$ cat src/git_pkg.sv
// ----------------------------------------------------------------------------
// git_pkg: shared types, constants and fixed-point helpers
// Register codes, pixel format and mode codes, the configuration bundle and
// the constant-divide helpers used to widen, weigh and repack channels.
// ----------------------------------------------------------------------------
package git_pkg;

  localparam int PIX_W      = 24;
  localparam int GRAY_W     = 8;
  localparam int GAIN_W     = 16;
  localparam int OFFSET_W   = 17;
  localparam int CFG_IDX_W  = 2;
  localparam int CFG_DATA_W = 17;
  localparam int SUM_W      = 18;

  // luma weights in thousandths
  localparam int W_R = 299;
  localparam int W_G = 587;
  localparam int W_B = 114;

  // reciprocals for exact floor division of bounded values
  localparam int RECIP_31   = 541201;  // ceil(2^24 / 31)
  localparam int RECIP_63   = 266306;  // ceil(2^24 / 63)
  localparam int RECIP_255  = 65794;   // ceil(2^24 / 255)
  localparam int RECIP_1000 = 67109;   // ceil(2^26 / 1000)

  localparam logic signed [GAIN_W-1:0]   GAIN_RESET   = 16'sd256;
  localparam logic signed [OFFSET_W-1:0] OFFSET_RESET = 17'sd0;

  typedef enum logic [1:0] {
    MODE_LINEAR = 2'd0,
    MODE_LOG    = 2'd1,
    MODE_EXP    = 2'd2,
    MODE_PASS   = 2'd3
  } mode_e;

  typedef enum logic [1:0] {
    FMT_RGB888 = 2'd0,
    FMT_RGB565 = 2'd1,
    FMT_RGB555 = 2'd2
  } fmt_e;

  typedef enum logic [1:0] {
    REG_MODE   = 2'd0,
    REG_FORMAT = 2'd1,
    REG_GAIN   = 2'd2,
    REG_OFFSET = 2'd3
  } reg_e;

  typedef struct packed {
    mode_e                       mode;
    fmt_e                        fmt;
    logic signed [GAIN_W-1:0]    gain;
    logic signed [OFFSET_W-1:0]  offset;
  } cfg_t;

  // floor(c * 255 / 31)
  function automatic logic [7:0] widen5(input logic [4:0] c);
    logic [12:0] x;
    logic [32:0] p;
    x = 13'(c) * 13'd255;
    p = 33'(x) * 33'(RECIP_31);
    return p[31:24];
  endfunction

  // floor(c * 255 / 63)
  function automatic logic [7:0] widen6(input logic [5:0] c);
    logic [13:0] x;
    logic [32:0] p;
    x = 14'(c) * 14'd255;
    p = 33'(x) * 33'(RECIP_63);
    return p[31:24];
  endfunction

  // floor(s / 1000) for s up to 255000
  function automatic logic [7:0] gray_of_sum(input logic [SUM_W-1:0] s);
    logic [34:0] p;
    p = 35'(s) * 35'(RECIP_1000);
    return p[33:26];
  endfunction

  // floor(n * 31 / 255)
  function automatic logic [4:0] scale5(input logic [7:0] n);
    logic [13:0] x;
    logic [30:0] p;
    x = 14'(n) * 14'd31;
    p = 31'(x) * 31'(RECIP_255);
    return p[28:24];
  endfunction

  // floor(n * 63 / 255)
  function automatic logic [5:0] scale6(input logic [7:0] n);
    logic [13:0] x;
    logic [30:0] p;
    x = 14'(n) * 14'd63;
    p = 31'(x) * 31'(RECIP_255);
    return p[29:24];
  endfunction

endpackage

$ cat src/gray_intensity_transform.sv
// ----------------------------------------------------------------------------
// gray_intensity_transform: grayscale and intensity mapping of a pixel stream
// Takes one pixel beat per clock and returns one result beat per clock when
// the output is not stalled; the depth is set by the seven register stages
// (capture, luma sum, divide, operand select with table lookup, gain
// multiply, offset and saturate, repack). Every stage holds its own valid bit,
// so empty stages keep filling while the output beat waits under stall. Log
// and exp terms come from constant tables built at elaboration. Registers
// (mode, pixel format, gain, offset) are written through the plain write port
// and must only change while no beat is in flight.
// ----------------------------------------------------------------------------
module gray_intensity_transform #(
  parameter int TABLE_FRAC_BITS = 12
) (
  input  logic                            clk_i,
  input  logic                            rst_ni,
  input  logic                            in_valid_i,
  output logic                            in_stall_o,
  input  logic [git_pkg::PIX_W-1:0]       pixel_in_i,
  output logic                            out_valid_o,
  input  logic                            out_stall_i,
  output logic [git_pkg::PIX_W-1:0]       pixel_out_o,
  output logic [git_pkg::GRAY_W-1:0]      gray_out_o,
  input  logic                            cfg_we_i,
  input  logic [git_pkg::CFG_IDX_W-1:0]   cfg_idx_i,
  input  logic [git_pkg::CFG_DATA_W-1:0]  cfg_wdata_i
);
  import git_pkg::*;

  mode_e                      mode_q;
  fmt_e                       fmt_q;
  logic signed [GAIN_W-1:0]   gain_q;
  logic signed [OFFSET_W-1:0] offset_q;
  cfg_t                       cfg;

  logic              gray_ready, gray_valid;
  logic [PIX_W-1:0]  gray_pix;
  logic [GRAY_W-1:0] gray_lvl;
  logic              map_ready, map_valid;
  logic [PIX_W-1:0]  map_pix;
  logic [GRAY_W-1:0] map_gray, map_level;
  logic              pack_ready;

  always_ff @(posedge clk_i or negedge rst_ni) begin
    if (!rst_ni) begin
      mode_q   <= MODE_LINEAR;
      fmt_q    <= FMT_RGB888;
      gain_q   <= GAIN_RESET;
      offset_q <= OFFSET_RESET;
    end else if (cfg_we_i) begin
      case (reg_e'(cfg_idx_i))
        REG_MODE:   mode_q   <= mode_e'(cfg_wdata_i[1:0]);
        REG_FORMAT: fmt_q    <= fmt_e'(cfg_wdata_i[1:0]);
        REG_GAIN:   gain_q   <= $signed(cfg_wdata_i[GAIN_W-1:0]);
        REG_OFFSET: offset_q <= $signed(cfg_wdata_i[OFFSET_W-1:0]);
        default:    ;
      endcase
    end
  end

  assign cfg.mode   = mode_q;
  assign cfg.fmt    = fmt_q;
  assign cfg.gain   = gain_q;
  assign cfg.offset = offset_q;

  git_gray u_gray (
    .clk_i       (clk_i),
    .rst_ni      (rst_ni),
    .cfg_i       (cfg),
    .in_valid_i  (in_valid_i),
    .in_ready_o  (gray_ready),
    .pixel_i     (pixel_in_i),
    .out_valid_o (gray_valid),
    .out_ready_i (map_ready),
    .pix_o       (gray_pix),
    .gray_o      (gray_lvl)
  );

  git_map #(
    .TABLE_FRAC_BITS(TABLE_FRAC_BITS)
  ) u_map (
    .clk_i       (clk_i),
    .rst_ni      (rst_ni),
    .cfg_i       (cfg),
    .in_valid_i  (gray_valid),
    .in_ready_o  (map_ready),
    .pix_i       (gray_pix),
    .gray_i      (gray_lvl),
    .out_valid_o (map_valid),
    .out_ready_i (pack_ready),
    .pix_o       (map_pix),
    .gray_o      (map_gray),
    .level_o     (map_level)
  );

  git_pack u_pack (
    .clk_i       (clk_i),
    .rst_ni      (rst_ni),
    .cfg_i       (cfg),
    .in_valid_i  (map_valid),
    .in_ready_o  (pack_ready),
    .pix_i       (map_pix),
    .gray_i      (map_gray),
    .level_i     (map_level),
    .out_valid_o (out_valid_o),
    .out_ready_i (!out_stall_i),
    .pixel_o     (pixel_out_o),
    .gray_o      (gray_out_o)
  );

  assign in_stall_o = !gray_ready;

endmodule

$ cat src/git_gray.sv
// ----------------------------------------------------------------------------
// git_gray: unpack and gray level
// Three stages: input capture with format masking, channel widening and the
// weighted luma sum, then the divide by 1000 down to an 8-bit gray level.
// ----------------------------------------------------------------------------
module git_gray (
  input  logic                        clk_i,
  input  logic                        rst_ni,
  input  git_pkg::cfg_t               cfg_i,
  input  logic                        in_valid_i,
  output logic                        in_ready_o,
  input  logic [git_pkg::PIX_W-1:0]   pixel_i,
  output logic                        out_valid_o,
  input  logic                        out_ready_i,
  output logic [git_pkg::PIX_W-1:0]   pix_o,
  output logic [git_pkg::GRAY_W-1:0]  gray_o
);
  import git_pkg::*;

  logic              a_v_q, b_v_q, c_v_q;
  logic              a_en, b_en, c_en;
  logic [PIX_W-1:0]  pix_masked;
  logic [PIX_W-1:0]  a_pix_q, b_pix_q, c_pix_q;
  logic [7:0]        ch_r, ch_g, ch_b;
  logic [SUM_W-1:0]  sum_d, b_sum_q;
  logic [GRAY_W-1:0] c_gray_q;

  assign c_en       = !c_v_q || out_ready_i;
  assign b_en       = !b_v_q || c_en;
  assign a_en       = !a_v_q || b_en;
  assign in_ready_o = a_en;

  // bits above a 16-bit format's width are dropped here
  always_comb begin
    case (cfg_i.fmt)
      FMT_RGB565: pix_masked = {8'd0, pixel_i[15:0]};
      FMT_RGB555: pix_masked = {9'd0, pixel_i[14:0]};
      default:    pix_masked = pixel_i;
    endcase
  end

  always_comb begin
    case (cfg_i.fmt)
      FMT_RGB565: begin
        ch_r = widen5(a_pix_q[15:11]);
        ch_g = widen6(a_pix_q[10:5]);
        ch_b = widen5(a_pix_q[4:0]);
      end
      FMT_RGB555: begin
        ch_r = widen5(a_pix_q[14:10]);
        ch_g = widen5(a_pix_q[9:5]);
        ch_b = widen5(a_pix_q[4:0]);
      end
      default: begin
        ch_r = a_pix_q[23:16];
        ch_g = a_pix_q[15:8];
        ch_b = a_pix_q[7:0];
      end
    endcase
    sum_d = SUM_W'(ch_r) * SUM_W'(W_R) + SUM_W'(ch_g) * SUM_W'(W_G)
          + SUM_W'(ch_b) * SUM_W'(W_B);
  end

  always_ff @(posedge clk_i or negedge rst_ni) begin
    if (!rst_ni) begin
      a_v_q <= 1'b0;
      b_v_q <= 1'b0;
      c_v_q <= 1'b0;
    end else begin
      if (a_en) a_v_q <= in_valid_i;
      if (b_en) b_v_q <= a_v_q;
      if (c_en) c_v_q <= b_v_q;
    end
  end

  always_ff @(posedge clk_i) begin
    if (a_en && in_valid_i) begin
      a_pix_q <= pix_masked;
    end
    if (b_en && a_v_q) begin
      b_pix_q <= a_pix_q;
      b_sum_q <= sum_d;
    end
    if (c_en && b_v_q) begin
      c_pix_q  <= b_pix_q;
      c_gray_q <= gray_of_sum(b_sum_q);
    end
  end

  assign out_valid_o = c_v_q;
  assign pix_o       = c_pix_q;
  assign gray_o      = c_gray_q;

endmodule

$ cat src/git_rom.sv
// ----------------------------------------------------------------------------
// git_rom: log and exp lookup tables
// 256-entry constant tables of ln(1+g) and exp(g/255) with TABLE_FRAC_BITS
// fraction bits, built at elaboration from 30-bit fraction integer series.
// ----------------------------------------------------------------------------
module git_rom #(
  parameter int TABLE_FRAC_BITS = 12
) (
  input  logic [7:0]                   idx_i,
  input  logic                         sel_exp_i,
  output logic [TABLE_FRAC_BITS+2:0]   value_o
);

  localparam int TW    = TABLE_FRAC_BITS + 3;
  localparam int WFRAC = 30;
  localparam int SH    = WFRAC - TABLE_FRAC_BITS;
  localparam logic [63:0] LN2_W = 64'h2C5C85FE;

  // shift-subtract divide, only evaluated while building the tables
  function automatic logic [63:0] udiv64(input logic [63:0] a, input logic [63:0] b);
    logic [63:0] q;
    logic [63:0] r;
    q = '0;
    r = '0;
    for (int i = 63; i >= 0; i--) begin
      r = {r[62:0], a[i]};
      if (r >= b) begin
        r    = r - b;
        q[i] = 1'b1;
      end
    end
    return q;
  endfunction

  function automatic logic [63:0] ln_wide(input logic [31:0] x);
    logic [63:0] one;
    logic [63:0] m;
    logic [63:0] z;
    logic [63:0] zz;
    logic [63:0] term;
    logic [63:0] sum;
    logic [5:0]  k;
    one = 64'd1 << WFRAC;
    k   = '0;
    sum = '0;
    for (int j = 0; j < 31; j++) begin
      if ((x >> (j + 1)) != 32'd0) k = 6'(j + 1);
    end
    m    = (64'(x) << WFRAC) >> k;
    z    = udiv64((m - one) << WFRAC, m + one);
    zz   = (z * z) >> WFRAC;
    term = z;
    for (int n = 0; n < 24; n++) begin
      sum  = sum + udiv64(term, 64'(2 * n + 1));
      term = (term * zz) >> WFRAC;
    end
    return (sum << 1) + 64'(k) * LN2_W;
  endfunction

  function automatic logic [63:0] exp_wide(input logic [31:0] g);
    logic [63:0] y;
    logic [63:0] term;
    logic [63:0] sum;
    y    = udiv64(64'(g) << WFRAC, 64'd255);
    term = 64'd1 << WFRAC;
    sum  = term;
    for (int n = 1; n < 25; n++) begin
      term = udiv64((term * y) >> WFRAC, 64'(n));
      sum  = sum + term;
    end
    return sum;
  endfunction

  function automatic logic [63:0] rom_round(input logic [63:0] v);
    return (v + (64'd1 << (SH - 1))) >> SH;
  endfunction

  logic [TW-1:0] log_tab [256];
  logic [TW-1:0] exp_tab [256];

  for (genvar gi = 0; gi < 256; gi++) begin : g_entry
    localparam logic [63:0] LOG_V = rom_round(ln_wide(32'(gi + 1)));
    localparam logic [63:0] EXP_V = rom_round(exp_wide(32'(gi)));
    assign log_tab[gi] = LOG_V[TW-1:0];
    assign exp_tab[gi] = EXP_V[TW-1:0];
  end

  assign value_o = sel_exp_i ? exp_tab[idx_i] : log_tab[idx_i];

endmodule

$ cat src/git_map.sv
// ----------------------------------------------------------------------------
// git_map: intensity mapping
// Three stages: operand select (scaled gray or table term), gain multiply,
// then offset add, truncation and saturation to 0..255.
// ----------------------------------------------------------------------------
module git_map #(
  parameter int TABLE_FRAC_BITS = 12
) (
  input  logic                        clk_i,
  input  logic                        rst_ni,
  input  git_pkg::cfg_t               cfg_i,
  input  logic                        in_valid_i,
  output logic                        in_ready_o,
  input  logic [git_pkg::PIX_W-1:0]   pix_i,
  input  logic [git_pkg::GRAY_W-1:0]  gray_i,
  output logic                        out_valid_o,
  input  logic                        out_ready_i,
  output logic [git_pkg::PIX_W-1:0]   pix_o,
  output logic [git_pkg::GRAY_W-1:0]  gray_o,
  output logic [git_pkg::GRAY_W-1:0]  level_o
);
  import git_pkg::*;

  localparam int F  = TABLE_FRAC_BITS;
  localparam int TW = F + 3;           // table term width
  localparam int OW = F + 8;           // operand width
  localparam int PW = GAIN_W + OW + 1; // signed product width
  localparam int AW = F + 26;          // accumulator width

  logic                 d_v_q, e_v_q, f_v_q;
  logic                 d_en, e_en, f_en;
  logic [TW-1:0]        rom_val;
  logic [OW-1:0]        op_d, d_op_q;
  logic signed [PW-1:0] prod_d, e_prod_q;
  logic signed [AW-1:0] acc;
  logic [GRAY_W-1:0]    lvl_d, f_lvl_q;
  logic [PIX_W-1:0]     d_pix_q, e_pix_q, f_pix_q;
  logic [GRAY_W-1:0]    d_gray_q, e_gray_q, f_gray_q;

  assign f_en       = !f_v_q || out_ready_i;
  assign e_en       = !e_v_q || f_en;
  assign d_en       = !d_v_q || e_en;
  assign in_ready_o = d_en;

  git_rom #(
    .TABLE_FRAC_BITS(TABLE_FRAC_BITS)
  ) u_rom (
    .idx_i     (gray_i),
    .sel_exp_i (cfg_i.mode == MODE_EXP),
    .value_o   (rom_val)
  );

  // linear gray is lifted by F so every mode ends with 8+F fraction bits
  always_comb begin
    case (cfg_i.mode)
      MODE_LOG, MODE_EXP: op_d = OW'(rom_val);
      default:            op_d = OW'(gray_i) << F;
    endcase
  end

  assign prod_d = PW'(cfg_i.gain) * PW'($signed({1'b0, d_op_q}));

  always_comb begin
    acc = AW'(e_prod_q) + (AW'(cfg_i.offset) <<< F);
    if (acc[AW-1]) begin
      lvl_d = '0;
    end else if (|acc[AW-2:16+F]) begin
      lvl_d = '1;
    end else begin
      lvl_d = acc[8+F +: GRAY_W];
    end
  end

  always_ff @(posedge clk_i or negedge rst_ni) begin
    if (!rst_ni) begin
      d_v_q <= 1'b0;
      e_v_q <= 1'b0;
      f_v_q <= 1'b0;
    end else begin
      if (d_en) d_v_q <= in_valid_i;
      if (e_en) e_v_q <= d_v_q;
      if (f_en) f_v_q <= e_v_q;
    end
  end

  always_ff @(posedge clk_i) begin
    if (d_en && in_valid_i) begin
      d_op_q   <= op_d;
      d_pix_q  <= pix_i;
      d_gray_q <= gray_i;
    end
    if (e_en && d_v_q) begin
      e_prod_q <= prod_d;
      e_pix_q  <= d_pix_q;
      e_gray_q <= d_gray_q;
    end
    if (f_en && e_v_q) begin
      f_lvl_q  <= lvl_d;
      f_pix_q  <= e_pix_q;
      f_gray_q <= e_gray_q;
    end
  end

  assign out_valid_o = f_v_q;
  assign pix_o       = f_pix_q;
  assign gray_o      = f_gray_q;
  assign level_o     = f_lvl_q;

endmodule

$ cat src/git_pack.sv
// ----------------------------------------------------------------------------
// git_pack: repack and output register
// Spreads the mapped level into every channel of the configured packing, or
// passes the pixel through untouched in pass mode, into the output register.
// ----------------------------------------------------------------------------
module git_pack (
  input  logic                        clk_i,
  input  logic                        rst_ni,
  input  git_pkg::cfg_t               cfg_i,
  input  logic                        in_valid_i,
  output logic                        in_ready_o,
  input  logic [git_pkg::PIX_W-1:0]   pix_i,
  input  logic [git_pkg::GRAY_W-1:0]  gray_i,
  input  logic [git_pkg::GRAY_W-1:0]  level_i,
  output logic                        out_valid_o,
  input  logic                        out_ready_i,
  output logic [git_pkg::PIX_W-1:0]   pixel_o,
  output logic [git_pkg::GRAY_W-1:0]  gray_o
);
  import git_pkg::*;

  logic              v_q;
  logic              en;
  logic [4:0]        c5;
  logic [5:0]        c6;
  logic [PIX_W-1:0]  pixel_d, pixel_q;
  logic [GRAY_W-1:0] gray_d, gray_q;

  assign en         = !v_q || out_ready_i;
  assign in_ready_o = en;

  assign c5 = scale5(level_i);
  assign c6 = scale6(level_i);

  always_comb begin
    if (cfg_i.mode == MODE_PASS) begin
      pixel_d = pix_i;
      gray_d  = gray_i;
    end else begin
      gray_d = level_i;
      case (cfg_i.fmt)
        FMT_RGB565: pixel_d = {8'd0, c5, c6, c5};
        FMT_RGB555: pixel_d = {9'd0, c5, c5, c5};
        default:    pixel_d = {level_i, level_i, level_i};
      endcase
    end
  end

  always_ff @(posedge clk_i or negedge rst_ni) begin
    if (!rst_ni) begin
      v_q <= 1'b0;
    end else if (en) begin
      v_q <= in_valid_i;
    end
  end

  always_ff @(posedge clk_i) begin
    if (en && in_valid_i) begin
      pixel_q <= pixel_d;
      gray_q  <= gray_d;
    end
  end

  assign out_valid_o = v_q;
  assign pixel_o     = pixel_q;
  assign gray_o      = gray_q;

endmodule
$ cat config.mk
export PLATFORM = sky130hd
export DESIGN_NAME = gray_intensity_transform
export DESIGN_NICKNAME = d
export VERILOG_FILES = /design/src/git_pkg.sv /design/src/gray_intensity_transform.sv /design/src/git_gray.sv /design/src/git_rom.sv /design/src/git_map.sv /design/src/git_pack.sv
export SDC_FILE = /design/constraint.sdc
export NUM_CORES = 2
export LEC_CHECK = 0
export BUFFER_PORTS_ARGS = -buffer_cell sky130_fd_sc_hd__buf_2
export CAP_MARGIN = 30
export CORE_AREA = 5 5 372 228
export DETAILED_ROUTE_END_ITERATION = 8
export DIE_AREA = 0 0 377 233
export PLACE_DENSITY = 0.89
export RECOVER_POWER = 50
export SYNTH_ARGS = -nofsm -noshare
export SYNTH_HDL_FRONTEND = slang
export SYNTH_HIERARCHICAL = 1
export SYNTH_SLANG_ARGS = --single-unit
$ cat constraint.sdc
create_clock -name clk_i -period 18.9 [get_ports clk_i]
set_clock_uncertainty 0.2 [all_clocks]
set_input_delay 3.78 -clock clk_i [delete_from_list [all_inputs] [get_ports clk_i]]
set_output_delay 3.78 -clock clk_i [all_outputs]
set_load 0.005 [all_outputs]
==> results.md <==
* Post-layout nets at about 6900
* Wl on met1 at a little over 70000 um
* Pre-antenna DRT Iters at 9
* Worst Max-Slew Pin Slew at around 6.4 ns
* Fillers at about 6300
* Top Ports at a little over 80
* Setup bufs post-CTS at 0
* Unrepaired setup endpoints after global routing: no
* Hold crit path type: reg2reg
* CTS clk-pin slew, worst paths at about 0.08 ns
* Critical Path Fanout Max at 11
* Top sig layer: met5
* Pins over their slew limit at 803
* Slew HR at -3.24
* Grt ovf at 0
* Dpl ws at 5.16 ns
* Post-synth cell types at ~110
* Core footprint at 80800 um2
* Startpoint types: flop
* Most frequent cell after synthesis: ha_1
* Critical-path top delay cell: clkbuf_1
* Clock latency on the worst-skew pair at roughly 0.58 ns
* TritonCTS Buffers at 34
* GPL Wtd Cong at approximately 1.1
* Synth Flop Type: edfxtp_1
* CP bufs+invs at 9
* FF/Latch Area at 9480 um2
* Post_cts resized at 0
* Sequential area share after synthesis at 0.184
* Wire per inst at 26.8 um
* Setup TNS at 0 ns
* Synth Warn # at 6
* Fmax at between 70 and 80 MHz
* Pin count of the biggest net entering global routing at 139
* Post-DRT Antenna Nets at 0
* Post-synth ARST share at 0.136
* Vias per inst at between 6 and 7
* Commonest cells post-synth: ha_1, inv_1, fa_1
* Share of cells above drive strength 1 at 0.0529
* WP data required at 19.07 ns
* Via count at ~43000
* H-tree levels at 2
* Area of the mapped netlist at just over 50000 um2
* PnR worst setup slack at between 4 and 5 ns
* Number of remaining DRC errors at 46
* Status: finished, violations left
* Vias in the first global route at 43100
* Die ar. at 87800 um2
* Maxcap violations at 14
* GRT Util Overall at 0.392
* Hold Buf Count CTS at 0
* CP Capture Type: flop
* Starting density of the core at 0.636
* Drt total wl at around 170000 um
* Met2 wire length at 67000 um
* Yosys top cell area share at 0.232
* Metal3 WL at between 20000 and 30000 um
* Mapped Avg Cell Area at 9.54 um2
* Final Cycle Share at 0.746
* Die Y at around 230 um
* CTS sink cnt at approximately 320
* Die width at about 380 um
* DP Area at approximately 53000 um2
* Setup violations, final at 0
* Root buffer cell: clkbuf_16
* Largest area contributor in the netlist: ha_1
* Starting DRC count in detailed routing at ~6400
* IO Port Bufs at 81
* Slowest stage delay, CP at 0.96 ns
* EDFF count, synth at between 200 and 300
* Syn Nets at between 6000 and 7000
* Area Overhead vs Synth at 4.49%
* CTS tree: built
* Fin crit period at roughly 14 ns
* FP Rows at just over 80
* Yosys reg bits at ~320
* Mapped Cells at between 5000 and 6000
* Fin. Hold Viols at 0
* Arrival time worst endpoint at 14.27 ns
* Area occupied by multi-input gates at ~37000 um2
* Max Buffers Root-to-Sink at 3
* Synth top area cells: ha_1, fa_1, edfxtp_1
* First-pass GRT wire length at roughly 260000 um
* Fin area at between 50000 and 60000 um2
* Initial antenna violation count at 23
* Setup CP Type: reg2reg
* Failing checks: design-rule violations, max-capacitance violations, max-slew violations
* Dpl hpwl at about 130000 um
* CP delay by family, top: adder cells
## logic make-up after synthesis
| family | Yosys count | share of synthesized area |
|---|---|---|
| AOI/OAI and AO/OA | 1049 | 0.139 |
| xor gates and xnor gates | 166 | 0.0284 |
| adders and majority gates | 1441 | 0.421 |
| buffers and inverters | 1090 | 0.0848 |
| DFF | 323 | 0.184 |
| muxes | 81 | 0.0203 |
| and+or+nand+nor | 1237 | 0.122 |
## per-stage QoR
step            util  hold slack (ns)  std cells
2_1_floorplan      -            0.200       5387
3_3_place_gp   0.652            0.200       6396
3_5_place_dp   0.653            0.205       6403
4_1_cts        0.667            0.215       6464
5_1_grt        0.665            0.223       6472
6_report       0.665            0.206       6478
## worst paths after layout
check                                                to  slack [ns]  depth (start not counted)                         start
setup / recovery           u_gray/b_sum_q[16]$_DFFE_PP_        4.80                         43  u_gray/a_pix_q[10]$_DFFE_PP_
hold / removal                u_map/gray_o[0]$_DFFE_PP_        0.21                          0   u_map/e_gray_q[0]$_DFFE_PP_
setup reg to reg           u_gray/b_sum_q[16]$_DFFE_PP_        4.80                         43  u_gray/a_pix_q[10]$_DFFE_PP_
hold reg to reg               u_map/gray_o[0]$_DFFE_PP_        0.21                          0   u_map/e_gray_q[0]$_DFFE_PP_
max in group asynchronous      offset_q[15]$_DFFE_PN0P_       13.29                          2                        rst_ni
min in group asynchronous       offset_q[6]$_DFFE_PN0P_        3.17                          1                        rst_ni
## layout make-up
class,count,share of cell area
antenna,10,0.000466
sequential,323,0.176
timing repair buffer,173,0.0189
inverter,858,0.0600
tap,1079,0.0251
clock buffer,41,0.0177
clock inverter,20,0.00347
multi-input combinational,3974,0.698
## routing by layer
layer,global-route usage,vias up
li1,-,18600
met1,0.561,21100
met2,0.535,3031
met3,0.177,545
met4,0.107,16
met5,0.00555,-
## placed cells by master, fill, tap and decap left out, types with 67 or more instances in the layout
cell	Yosys	final
and2_1	185	176
nand2b_1	73	73
inv_1	850	850
buf_4	21	67
nor3_1	71	71
nor2_1	176	175
a21o_1	70	70
fa_1	485	485
edfxtp_1	279	279
ha_1	955	953
o21ai_0	184	185
xnor2_1	102	102
nor2b_1	73	73
nand3_1	89	90
nand2_1	384	384
a21oi_1	249	249
## flip-flops by register name, indices dropped and copies added (netlist names), 18 cells and up
signal / count
u_gray/a_pix_q: 24
u_gray/b_pix_q: 24
u_gray/b_sum_q: 18
u_gray/pix_o: 24
u_map/d_op_q: 20
u_map/d_pix_q: 24
u_map/e_pix_q: 24
u_map/e_prod_q: 25
u_map/pix_o: 24
u_pack/pixel_o: 24
## worst reg2reg max path: cells and delay by family, from the launching register on
| family | cells | cell delay (ns) |
|---|---|---|
| adders and majority gates | 14 | 6.19 |
| xor gates and xnor gates | 1 | 0.18 |
| and+or+nand+nor | 6 | 1.05 |
| AOI/OAI and AO/OA | 13 | 3.97 |
| DFF | 1 | 0.33 |
| buffers and inverters | 9 | 1.98 |
Power is not shown: default switching activity piles up to over one toggle a cycle in this logic, so the estimate is an artifact.
